===== src/hw/rtl/hsvrgb_pkg.sv =====
// Shared types and constants for the HSV to RGB converter.
// No dependencies; imported by every module of the block.
`default_nettype none

package hsvrgb_pkg;

	// Fixed field widths
	localparam int HUE_W  = 15;
	localparam int Q8_W   = 9;
	localparam int ONE_Q8 = 256;

	// Fixed-point scaling of hue and of the output components
	localparam int HUE_FRAC_BITS  = 6;
	localparam int COMPONENT_BITS = 8;
	localparam int COMP_MAX       = (1 << COMPONENT_BITS) - 1;

	// Hue circle and one 60 degree sector in hue units
	localparam int HUE_FULL   = 360 << HUE_FRAC_BITS;
	localparam int HUE_SECTOR = 60 << HUE_FRAC_BITS;
	localparam int SECTOR_NUM = 6;
	localparam int SECTOR_W   = 3;

	// Sector remainder and its complement (complement may reach HUE_SECTOR)
	localparam int REM_W  = $clog2(HUE_SECTOR);
	localparam int DIFF_W = $clog2(HUE_SECTOR + 1);
	localparam int PROD_W = Q8_W + DIFF_W;

	// HUE_SECTOR = 15 << (HUE_FRAC_BITS + 2): divide by the power of two with a
	// shift, then by 15 with a rounded-up reciprocal. The shifted product is never
	// above 256 * 15, where the reciprocal gives the exact quotient.
	localparam int SECTOR_SHIFT = HUE_FRAC_BITS + 2;
	localparam int Y_W          = PROD_W - SECTOR_SHIFT;
	localparam int RECIP_SHIFT  = 16;
	localparam int RECIP_15     = ((1 << RECIP_SHIFT) + 14) / 15;
	localparam int RECIP_W      = $clog2(RECIP_15 + 1);

	// Words between the front and the back
	localparam int QUEUE_DEPTH = 4;

	// Sector codes
	typedef enum logic [SECTOR_W-1:0] {
		SEC_RED_YELLOW   = 3'd0,
		SEC_YELLOW_GREEN = 3'd1,
		SEC_GREEN_CYAN   = 3'd2,
		SEC_CYAN_BLUE    = 3'd3,
		SEC_BLUE_MAGENTA = 3'd4,
		SEC_MAGENTA_RED  = 3'd5
	} sector_t;

	// Classified pixel word held in the queue
	typedef struct packed {
		logic              gray;
		sector_t           sector;
		logic [REM_W-1:0]  rem;
		logic [Q8_W-1:0]   sat;
		logic [Q8_W-1:0]   val;
	} hsv_item_t;

	// Queue fill status seen by both sides
	typedef struct packed {
		logic full;
		logic empty;
	} queue_status_t;

endpackage

`default_nettype wire


===== src/hw/rtl/hsvrgb_front.sv =====
// Front end: accepts HSV words, reduces hue, clamps saturation and value,
// and classifies each word into sector and remainder. Uses hsvrgb_pkg.
`default_nettype none

module hsvrgb_front (
	input  wire                              clk,
	input  wire                              arst_n,
	input  wire                              pixel_valid,
	output logic                             pixel_stall,
	input  wire  [hsvrgb_pkg::HUE_W-1:0]     hue,
	input  wire  [hsvrgb_pkg::Q8_W-1:0]      saturation,
	input  wire  [hsvrgb_pkg::Q8_W-1:0]      brightness,
	input  hsvrgb_pkg::queue_status_t        status,
	output logic                             push,
	output hsvrgb_pkg::hsv_item_t            push_item
);
	import hsvrgb_pkg::*;

	logic              valid_s1;
	logic [HUE_W-1:0]  hue_s1;
	logic [Q8_W-1:0]   sat_s1;
	logic [Q8_W-1:0]   val_s1;
	logic              advance;
	logic [HUE_W-1:0]  hue_red;
	logic [Q8_W-1:0]   sat_clamp;
	logic [Q8_W-1:0]   val_clamp;
	sector_t           sector;
	logic [HUE_W-1:0]  base;
	logic [HUE_W-1:0]  rem_full;

	// Hold the stage while the queue is full
	assign advance     = !valid_s1 || !status.full;
	assign pixel_stall = !advance;
	assign push        = valid_s1 && !status.full;

	// Reduce hue into one turn
	always_comb begin
		if (hue >= HUE_W'(HUE_FULL)) begin
			hue_red = hue - HUE_W'(HUE_FULL);
		end else begin
			hue_red = hue;
		end
	end

	// Clamp the Q1.8 inputs to 1.0
	hsvrgb_clamp u_sat_clamp (
		.din  (saturation),
		.dout (sat_clamp)
	);

	hsvrgb_clamp u_val_clamp (
		.din  (brightness),
		.dout (val_clamp)
	);

	// Valid bit of the input stage
	always_ff @(posedge clk or negedge arst_n) begin
		if (!arst_n) begin
			valid_s1 <= 1'b0;
		end else if (advance) begin
			valid_s1 <= pixel_valid;
		end
	end

	// Payload of the input stage
	always_ff @(posedge clk) begin
		if (advance && pixel_valid) begin
			hue_s1 <= hue_red;
			sat_s1 <= sat_clamp;
			val_s1 <= val_clamp;
		end
	end

	// Find the sector by comparing against each sector boundary
	always_comb begin
		sector = SEC_RED_YELLOW;
		base   = '0;
		for (int k = 1; k < SECTOR_NUM; k++) begin
			if (hue_s1 >= HUE_W'(k * HUE_SECTOR)) begin
				sector = sector_t'(k[SECTOR_W-1:0]);
				base   = HUE_W'(k * HUE_SECTOR);
			end
		end
		rem_full = hue_s1 - base;
	end

	// Build the queue word
	always_comb begin
		push_item.gray   = (sat_s1 == '0);
		push_item.sector = sector;
		push_item.rem    = rem_full[REM_W-1:0];
		push_item.sat    = sat_s1;
		push_item.val    = val_s1;
	end

endmodule

`default_nettype wire


===== src/hw/rtl/hsvrgb_queue.sv =====
// Short queue of classified words between front and back.
// Flip-flop storage, one push and one pop port. Uses hsvrgb_pkg.
`default_nettype none

module hsvrgb_queue #(
	parameter int DEPTH = hsvrgb_pkg::QUEUE_DEPTH
) (
	input  wire                        clk,
	input  wire                        arst_n,
	input  wire                        push,
	input  hsvrgb_pkg::hsv_item_t      push_item,
	input  wire                        pop,
	output hsvrgb_pkg::hsv_item_t      pop_item,
	output hsvrgb_pkg::queue_status_t  status
);
	import hsvrgb_pkg::*;

	// DEPTH must be at least 2
	localparam int PTR_W = $clog2(DEPTH);
	localparam int CNT_W = $clog2(DEPTH + 1);

	hsv_item_t         entries_q [DEPTH];
	logic [PTR_W-1:0]  wr_ptr_q;
	logic [PTR_W-1:0]  rd_ptr_q;
	logic [CNT_W-1:0]  count_q;
	logic              do_push;
	logic              do_pop;

	assign status.full  = (count_q == CNT_W'(DEPTH));
	assign status.empty = (count_q == '0);
	assign do_push      = push && !status.full;
	assign do_pop       = pop && !status.empty;
	assign pop_item     = entries_q[rd_ptr_q];

	// Advance pointers and fill count
	always_ff @(posedge clk or negedge arst_n) begin
		if (!arst_n) begin
			wr_ptr_q <= '0;
			rd_ptr_q <= '0;
			count_q  <= '0;
		end else begin
			if (do_push) begin
				wr_ptr_q <= (wr_ptr_q == PTR_W'(DEPTH - 1)) ? '0 : wr_ptr_q + 1'b1;
			end
			if (do_pop) begin
				rd_ptr_q <= (rd_ptr_q == PTR_W'(DEPTH - 1)) ? '0 : rd_ptr_q + 1'b1;
			end
			unique case ({do_push, do_pop})
				2'b10:   count_q <= count_q + 1'b1;
				2'b01:   count_q <= count_q - 1'b1;
				default: count_q <= count_q;
			endcase
		end
	end

	// Store the pushed word
	always_ff @(posedge clk) begin
		if (do_push) begin
			entries_q[wr_ptr_q] <= push_item;
		end
	end

endmodule

`default_nettype wire


===== src/hw/rtl/hsvrgb_back.sv =====
// Back end: forms p, q and t, selects the channels by sector and scales
// them to output width. Four-stage pipeline. Uses hsvrgb_pkg.
`default_nettype none

module hsvrgb_back (
	input  wire                                  clk,
	input  wire                                  arst_n,
	input  hsvrgb_pkg::queue_status_t            status,
	input  hsvrgb_pkg::hsv_item_t                pop_item,
	output logic                                 pop,
	output logic                                 color_valid,
	input  wire                                  color_stall,
	output logic [hsvrgb_pkg::COMPONENT_BITS-1:0] red,
	output logic [hsvrgb_pkg::COMPONENT_BITS-1:0] green,
	output logic [hsvrgb_pkg::COMPONENT_BITS-1:0] blue
);
	import hsvrgb_pkg::*;

	localparam int SCALE_W = Q8_W + COMPONENT_BITS;
	localparam int YR_W    = Y_W + RECIP_W;

	function automatic logic [COMPONENT_BITS-1:0] scale_out(input logic [Q8_W-1:0] c);
		logic [SCALE_W-1:0] prod;
		prod = SCALE_W'(c) * SCALE_W'(COMP_MAX);
		return prod[8 +: COMPONENT_BITS];
	endfunction

	logic                   advance;
	logic                   out_valid_q;

	// Stage 1 registers
	logic                   valid_s1;
	logic                   gray_s1;
	sector_t                sector_s1;
	logic [PROD_W-1:0]      sf_prod_s1;
	logic [PROD_W-1:0]      sfc_prod_s1;
	logic [Q8_W-1:0]        p_s1;
	logic [Q8_W-1:0]        val_s1;

	// Stage 2 registers (s * (1 - f) may reach 1.0 when the remainder is zero)
	logic                   valid_s2;
	logic                   gray_s2;
	sector_t                sector_s2;
	logic [Q8_W-1:0]        sf_s2;
	logic [Q8_W-1:0]        sfc_s2;
	logic [Q8_W-1:0]        p_s2;
	logic [Q8_W-1:0]        val_s2;

	// Stage 3 registers
	logic                   valid_s3;
	logic                   gray_s3;
	sector_t                sector_s3;
	logic [Q8_W-1:0]        p_s3;
	logic [Q8_W-1:0]        q_s3;
	logic [Q8_W-1:0]        t_s3;
	logic [Q8_W-1:0]        val_s3;

	// Combinational values
	logic [DIFF_W-1:0]      rem_c;
	logic [2*Q8_W-1:0]      p_prod;
	logic [Y_W-1:0]         y_sf;
	logic [Y_W-1:0]         y_sfc;
	logic [YR_W-1:0]        sf_full;
	logic [YR_W-1:0]        sfc_full;
	logic [2*Q8_W-1:0]      q_prod;
	logic [2*Q8_W-1:0]      t_prod;
	logic [Q8_W-1:0]        r_sel;
	logic [Q8_W-1:0]        g_sel;
	logic [Q8_W-1:0]        b_sel;

	// Advance the whole pipeline unless the result is held by the receiver
	assign advance     = !out_valid_q || !color_stall;
	assign pop         = advance && !status.empty;
	assign color_valid = out_valid_q;

	// Valid bits
	always_ff @(posedge clk or negedge arst_n) begin
		if (!arst_n) begin
			valid_s1    <= 1'b0;
			valid_s2    <= 1'b0;
			valid_s3    <= 1'b0;
			out_valid_q <= 1'b0;
		end else if (advance) begin
			valid_s1    <= !status.empty;
			valid_s2    <= valid_s1;
			valid_s3    <= valid_s2;
			out_valid_q <= valid_s3;
		end
	end

	// Stage 1: saturation products and p
	always_comb begin
		rem_c  = DIFF_W'(HUE_SECTOR) - DIFF_W'(pop_item.rem);
		p_prod = (2*Q8_W)'(pop_item.val) * (2*Q8_W)'(Q8_W'(ONE_Q8) - pop_item.sat);
	end

	always_ff @(posedge clk) begin
		if (advance) begin
			gray_s1     <= pop_item.gray;
			sector_s1   <= pop_item.sector;
			sf_prod_s1  <= PROD_W'(pop_item.sat) * PROD_W'(pop_item.rem);
			sfc_prod_s1 <= PROD_W'(pop_item.sat) * PROD_W'(rem_c);
			p_s1        <= p_prod[8 +: Q8_W];
			val_s1      <= pop_item.val;
		end
	end

	// Stage 2: divide the products by the sector width
	always_comb begin
		y_sf     = sf_prod_s1[SECTOR_SHIFT +: Y_W];
		y_sfc    = sfc_prod_s1[SECTOR_SHIFT +: Y_W];
		sf_full  = YR_W'(y_sf) * YR_W'(RECIP_15);
		sfc_full = YR_W'(y_sfc) * YR_W'(RECIP_15);
	end

	always_ff @(posedge clk) begin
		if (advance) begin
			gray_s2   <= gray_s1;
			sector_s2 <= sector_s1;
			sf_s2     <= sf_full[RECIP_SHIFT +: Q8_W];
			sfc_s2    <= sfc_full[RECIP_SHIFT +: Q8_W];
			p_s2      <= p_s1;
			val_s2    <= val_s1;
		end
	end

	// Stage 3: q and t
	always_comb begin
		q_prod = (2*Q8_W)'(val_s2) * (2*Q8_W)'(Q8_W'(ONE_Q8) - sf_s2);
		t_prod = (2*Q8_W)'(val_s2) * (2*Q8_W)'(Q8_W'(ONE_Q8) - sfc_s2);
	end

	always_ff @(posedge clk) begin
		if (advance) begin
			gray_s3   <= gray_s2;
			sector_s3 <= sector_s2;
			p_s3      <= p_s2;
			q_s3      <= q_prod[8 +: Q8_W];
			t_s3      <= t_prod[8 +: Q8_W];
			val_s3    <= val_s2;
		end
	end

	// Stage 4: select channels by sector, gray when saturation is zero
	always_comb begin
		if (gray_s3) begin
			r_sel = val_s3;
			g_sel = val_s3;
			b_sel = val_s3;
		end else begin
			unique case (sector_s3)
				SEC_RED_YELLOW: begin
					r_sel = val_s3; g_sel = t_s3;   b_sel = p_s3;
				end
				SEC_YELLOW_GREEN: begin
					r_sel = q_s3;   g_sel = val_s3; b_sel = p_s3;
				end
				SEC_GREEN_CYAN: begin
					r_sel = p_s3;   g_sel = val_s3; b_sel = t_s3;
				end
				SEC_CYAN_BLUE: begin
					r_sel = p_s3;   g_sel = q_s3;   b_sel = val_s3;
				end
				SEC_BLUE_MAGENTA: begin
					r_sel = t_s3;   g_sel = p_s3;   b_sel = val_s3;
				end
				default: begin
					r_sel = val_s3; g_sel = p_s3;   b_sel = q_s3;
				end
			endcase
		end
	end

	// Output register: scale and hold while stalled
	always_ff @(posedge clk) begin
		if (advance) begin
			red   <= scale_out(r_sel);
			green <= scale_out(g_sel);
			blue  <= scale_out(b_sel);
		end
	end

endmodule

`default_nettype wire


===== src/hw/rtl/hsvrgb_to_rgb_placeholder_never_used.sv =====
// Clamp of one unsigned Q1.8 value to 1.0, used by the front end.
// Uses hsvrgb_pkg.
`default_nettype none

module hsvrgb_clamp (
	input  wire  [hsvrgb_pkg::Q8_W-1:0] din,
	output logic [hsvrgb_pkg::Q8_W-1:0] dout
);
	import hsvrgb_pkg::*;

	// Clamp a Q1.8 value to 1.0
	assign dout = (din > Q8_W'(ONE_Q8)) ? Q8_W'(ONE_Q8) : din;

endmodule

`default_nettype wire


===== src/hw/rtl/hsv_to_rgb_converter_top.sv =====
// HSV to RGB converter, top level.
// Input channel: pixel_valid / pixel_stall with hue (1/64 degree units),
// saturation and brightness (unsigned Q1.8, 256 = 1.0). Values above 1.0
// clamp to 1.0; hue at or past 360 degrees wraps once.
// Output channel: color_valid / color_stall with red, green, blue.
// A word moves when valid is high and stall is low at a rising clock edge.
// Throughput: one pixel per clock while the receiver does not stall. A word
// enters the input stage on the accepting edge, then passes the queue, three
// arithmetic stages and the output register, whose valid bit drives
// color_valid.
// When the receiver stalls, the back end holds all its stages and the queue
// fills; the front keeps taking pixels until the queue is full, then raises
// pixel_stall. No word is lost or repeated.
// Reset (arst_n low) empties the queue and clears all valid bits at once;
// the block takes pixels on the first clock after reset is released.
// Depends on hsvrgb_pkg, hsvrgb_front, hsvrgb_queue, hsvrgb_back, hsvrgb_clamp.
`default_nettype none

module hsv_to_rgb_converter_top #(
	parameter int QUEUE_DEPTH = hsvrgb_pkg::QUEUE_DEPTH
) (
	input  wire                                   clk,
	input  wire                                   arst_n,
	input  wire                                   pixel_valid,
	output logic                                  pixel_stall,
	input  wire  [hsvrgb_pkg::HUE_W-1:0]          hue,
	input  wire  [hsvrgb_pkg::Q8_W-1:0]           saturation,
	input  wire  [hsvrgb_pkg::Q8_W-1:0]           brightness,
	output logic                                  color_valid,
	input  wire                                   color_stall,
	output logic [hsvrgb_pkg::COMPONENT_BITS-1:0] red,
	output logic [hsvrgb_pkg::COMPONENT_BITS-1:0] green,
	output logic [hsvrgb_pkg::COMPONENT_BITS-1:0] blue
);
	import hsvrgb_pkg::*;

	queue_status_t  status;
	logic           push;
	logic           pop;
	hsv_item_t      push_item;
	hsv_item_t      pop_item;

	hsvrgb_front u_front (
		.clk         (clk),
		.arst_n      (arst_n),
		.pixel_valid (pixel_valid),
		.pixel_stall (pixel_stall),
		.hue         (hue),
		.saturation  (saturation),
		.brightness  (brightness),
		.status      (status),
		.push        (push),
		.push_item   (push_item)
	);

	hsvrgb_queue #(
		.DEPTH (QUEUE_DEPTH)
	) u_queue (
		.clk       (clk),
		.arst_n    (arst_n),
		.push      (push),
		.push_item (push_item),
		.pop       (pop),
		.pop_item  (pop_item),
		.status    (status)
	);

	hsvrgb_back u_back (
		.clk         (clk),
		.arst_n      (arst_n),
		.status      (status),
		.pop_item    (pop_item),
		.pop         (pop),
		.color_valid (color_valid),
		.color_stall (color_stall),
		.red         (red),
		.green       (green),
		.blue        (blue)
	);

endmodule

`default_nettype wire


===== config.mk =====
export PLATFORM = sky130hd
export DESIGN_NAME = hsv_to_rgb_converter_top
export DESIGN_NICKNAME = d
export VERILOG_FILES = /design/src/hw/rtl/hsvrgb_pkg.sv /design/src/hw/rtl/hsvrgb_front.sv /design/src/hw/rtl/hsvrgb_queue.sv /design/src/hw/rtl/hsvrgb_back.sv /design/src/hw/rtl/hsvrgb_to_rgb_placeholder_never_used.sv /design/src/hw/rtl/hsv_to_rgb_converter_top.sv
export SDC_FILE = /design/constraint.sdc
export NUM_CORES = 2
export LEC_CHECK = 0
export BUFFER_PORTS_ARGS = -buffer_cell sky130_fd_sc_hd__buf_2
export CAP_MARGIN = 20
export CORE_UTILIZATION = 60
export DETAILED_ROUTE_END_ITERATION = 10
export GPL_TIMING_DRIVEN = 0
export PLACE_DENSITY = 0.77
export SYNTH_ARGS = -nofsm -noshare
export SYNTH_HDL_FRONTEND = slang
export SYNTH_HIERARCHICAL = 1
export SYNTH_SLANG_ARGS = --single-unit

===== constraint.sdc =====
create_clock -name clk -period 9.5 [get_ports clk]
set_input_delay 0 -clock clk [delete_from_list [all_inputs] [get_ports clk]]
set_output_delay 0 -clock clk [all_outputs]
set_load 0.02 [all_outputs]

==> impl_metrics.toml <==
[critical_path]
critPathMaxFanout = 10
startpoint = "u_queue/rd_ptr_q[1]$_DFFE_PN0P_"
crit_path_start_kind = "flip-flop"
critPathRequiredTime_ns = 9.77
rrSetupSlack_ns = 1.80
endpoint_kind = "flip-flop"
worstPathArrival_ns = 7.97
path_class = "flip-flop to flip-flop"
r2r-end = "u_back/sfc_prod_s1[20]$_DFFE_PN_"
r2r-start = "u_queue/rd_ptr_q[1]$_DFFE_PN0P_"
r2r_cells = 23

[timing]
holdWs_ns = 0.1563
timing_hold_violations_final = 0
max_slew_margin_pct = 32.42
slew_violations = 0
fmax_mhz = 129.9
min_period_ns = 7.699
finalCritPeriodShare_pct = 81.04
rsz0062_at_grt = "no"
fin_tns_setup_ns = 0
setup_violations = 0
skew_ns = 0.01810
tightest_slew_ns = 1.006

[synth]
synth_nets = 4137
synth_flop_cell = "edfxtp_1"
syn_area_um2 = 34890
ys_warn_count = 6
avgSynthCellArea_um2 = 10.81
yosysSeqAreaShare_pct = 28.49
syn_inst = 3228
yosysUniqueCellTypes = 90
async_flop_share_pct = 3.604
synth_edf_count = 321
synth-seq-cells = 333

[drt]
wl_per_cell_um = 17.63
wirelength_um = 73760
postRouteAntennaNets = 0
drc = 0
drt-initial-drc-count = 1247
via_per_inst = 5.542
drtPass1Iterations = 5
via_count = 23190

[global_route]
grt_max_degree = 67
grt_pass1_wl_um = 123700
grt_overflow_total = 0
grt_pass1_vias = 25460
antenna_found_initial = 0
grt_use_total_pct = 26.09

[finish]
final_cell_mix = "643 x inv_1, 448 x ha_1, 424 x fa_1, 321 x edfxtp_1, 307 x nand2_1"
final_common_cell = "inv_1"
nNetsFinal = 4300
final_design_area_no_fill_um2 = 38050
drive_above_1_share_pct = 6.318
syn_to_final_growth_pct = 9.060
diodes = 0

[worst_hold_path]
min_path_type = "primary input to flip-flop"
min_to = "u_front/hue_s1[6]$_DFFE_PP_"
hold_path_depth = 2
hold_start = "hue[6]"

[floorplan]
dieArea_um2 = 59110
die_h_um = 243.1
rows = 88
coreArea_um2 = 57590
die_width_um = 243.1
io_pins = 63
initial_core_util_pct = 60.58

[clock_tree]
cts_resized = 0
clockBufferDepth = 3
htreeDepth = 2
tritoncts = "yes"
clkSinkCount = 333
cts-buffers-inserted = 37
clk_pin_slew_worst_paths_ns = 0.06
clk-insertion-delay-late_ns = 0.57
root_buffer = "clkbuf_16"

[status]
status = "finished clean"

[placed_design]
place.gp.congestion = 0.9284
dp_hpwl_um = 56760
dpl_cell_area_um2 = 36270
port_buffers = 62

[run]
drv_cap = 0
-- layer usage --
metal  track usage [%]  up-vias  wire (um)
li1                  -    10750          -
met1             31.73    11660      29880
met2             47.81      626      38660
met3             2.996      152       3130
met4             8.916        0       2084
met5                 0        -          0
-- critical path, cell delays in order (launching register included) --
cell and delay (ns):
dfrtp_1 0.34, buf_2 0.24, buf_2 0.33, mux4_2 0.36, or4_1 0.61, nor3_1 0.23, nand2_1 0.13, xnor2_1 0.72
nand2_1 0.20, fa_1 0.58, inv_1 0.06, fa_1 0.52, inv_1 0.06, fa_1 0.48, fa_1 0.55, inv_1 0.05
ha_1 0.32, o21a_1 0.11, o21ai_0 0.28, o32ai_1 0.17, a21oi_2 0.24, a211oi_1 0.11, a2111oi_0 0.52, xnor2_1 0.18
-- cell type report --
class | instances | area, um2
clock buffer | 46 | 959.7
clock inverter | 21 | 242.7
sequential | 333 | 9940
fill | 4243 | 19540
inverter | 643 | 2414
buffer | 101 | 476.7
tap | 765 | 957.2
multi-input combinational | 2151 | 22080
timing repair buffer | 124 | 980.9
-- worst max-delay path by stage --
stage | to | slack (ns) | cells after the start
finish | u_back/sfc_prod_s1[20]$_DFFE_PN_ | 1.80 | 23
detailed placement | u_back/sfc_prod_s1[20]$_DFFE_PN_ | 1.87 | 24
global placement | u_back/p_s1[7]$_DFFE_PN_ | 2.12 | 24
global route | u_back/sfc_prod_s1[20]$_DFFE_PN_ | 1.39 | 24
CTS | u_back/sfc_prod_s1[20]$_DFFE_PN_ | 1.82 | 24
floorplan | u_back/sfc_prod_s1[20]$_DFFE_PN_ | 2.97 | 24
-- state kept, by name, summed over array words and instances (netlist names), 8 cells and up --
register and cells:
u_front/sat_s1 9, u_back/red 8, u_back/val_s3 9, u_back/p_s3 9, u_back/q_s3 9, u_back/blue 8, u_back/sf_prod_s1 13, u_back/sfc_prod_s1 13
u_back/val_s2 9, u_back/sfc_s2 9, u_back/p_s1 9, u_front/hue_s1 15, u_back/green 8, u_queue/entries_q 136, u_front/val_s1 9, u_back/t_s3 9
u_back/val_s1 9, u_back/sf_s2 9, u_back/p_s2 9
-- synth_stat cells, drive strengths merged (5+ instances only) --
cell	number	share of area, %
inv	643	6.9
ha	448	16
fa	424	24
edfxtp	321	28
nand2	308	3.3
and2	204	3.7
nor2	141	1.5
xnor2	92	2.4
a21oi	83	1.2
clkbuf	75	0.81
o21ai	60	0.90
xor2	45	1.1
nor3	41	0.60
nor2b	38	0.69
mux4	34	2.3
o21a	28	0.60
buf	26	0.56
a22oi	16	0.34
and3	16	0.29
nand3	16	0.23
or2	15	0.27
dfrtp	12	0.86
nand2b	11	0.20
a211oi	9	0.21
a21o	9	0.19
nor4	9	0.20
o31ai	7	0.19
or4	7	0.19
mux2	6	0.19
a31oi	5	0.090
o211ai	5	0.11
or3	5	0.090
-- cell families after synthesis --
logic type	Yosys count	share of synthesized area, %
flops	333	28.49
fa+ha+maj	873	40.43
simple gates	830	11.72
xor+xnor	137	3.515
compound gates	268	5.025
buf+inv	744	8.285
mux	43	2.539
-- repair_timing --
| action | in CTS | in global routing |
|---|---|---|
| endpoints found under the hold margin | 67 | 0 |
| hold buffers | 57 | 0 |
| buffers inserted | 0 | 0 |
-- per-stage QoR --
stage          setup slack [ns]  util (%)  instances
6_report                  1.801     66.07       4184
5_1_grt                   1.394     66.07       4184
4_1_cts                   1.817     66.06       4183
3_5_place_dp              1.871     62.98       4059
3_3_place_gp              2.116     62.78       4055
2_1_floorplan             2.967         -       3228
Power is left out: the tool's default activity adds up to more than one toggle a clock period on the data nets, which glitch-free logic cannot reach.
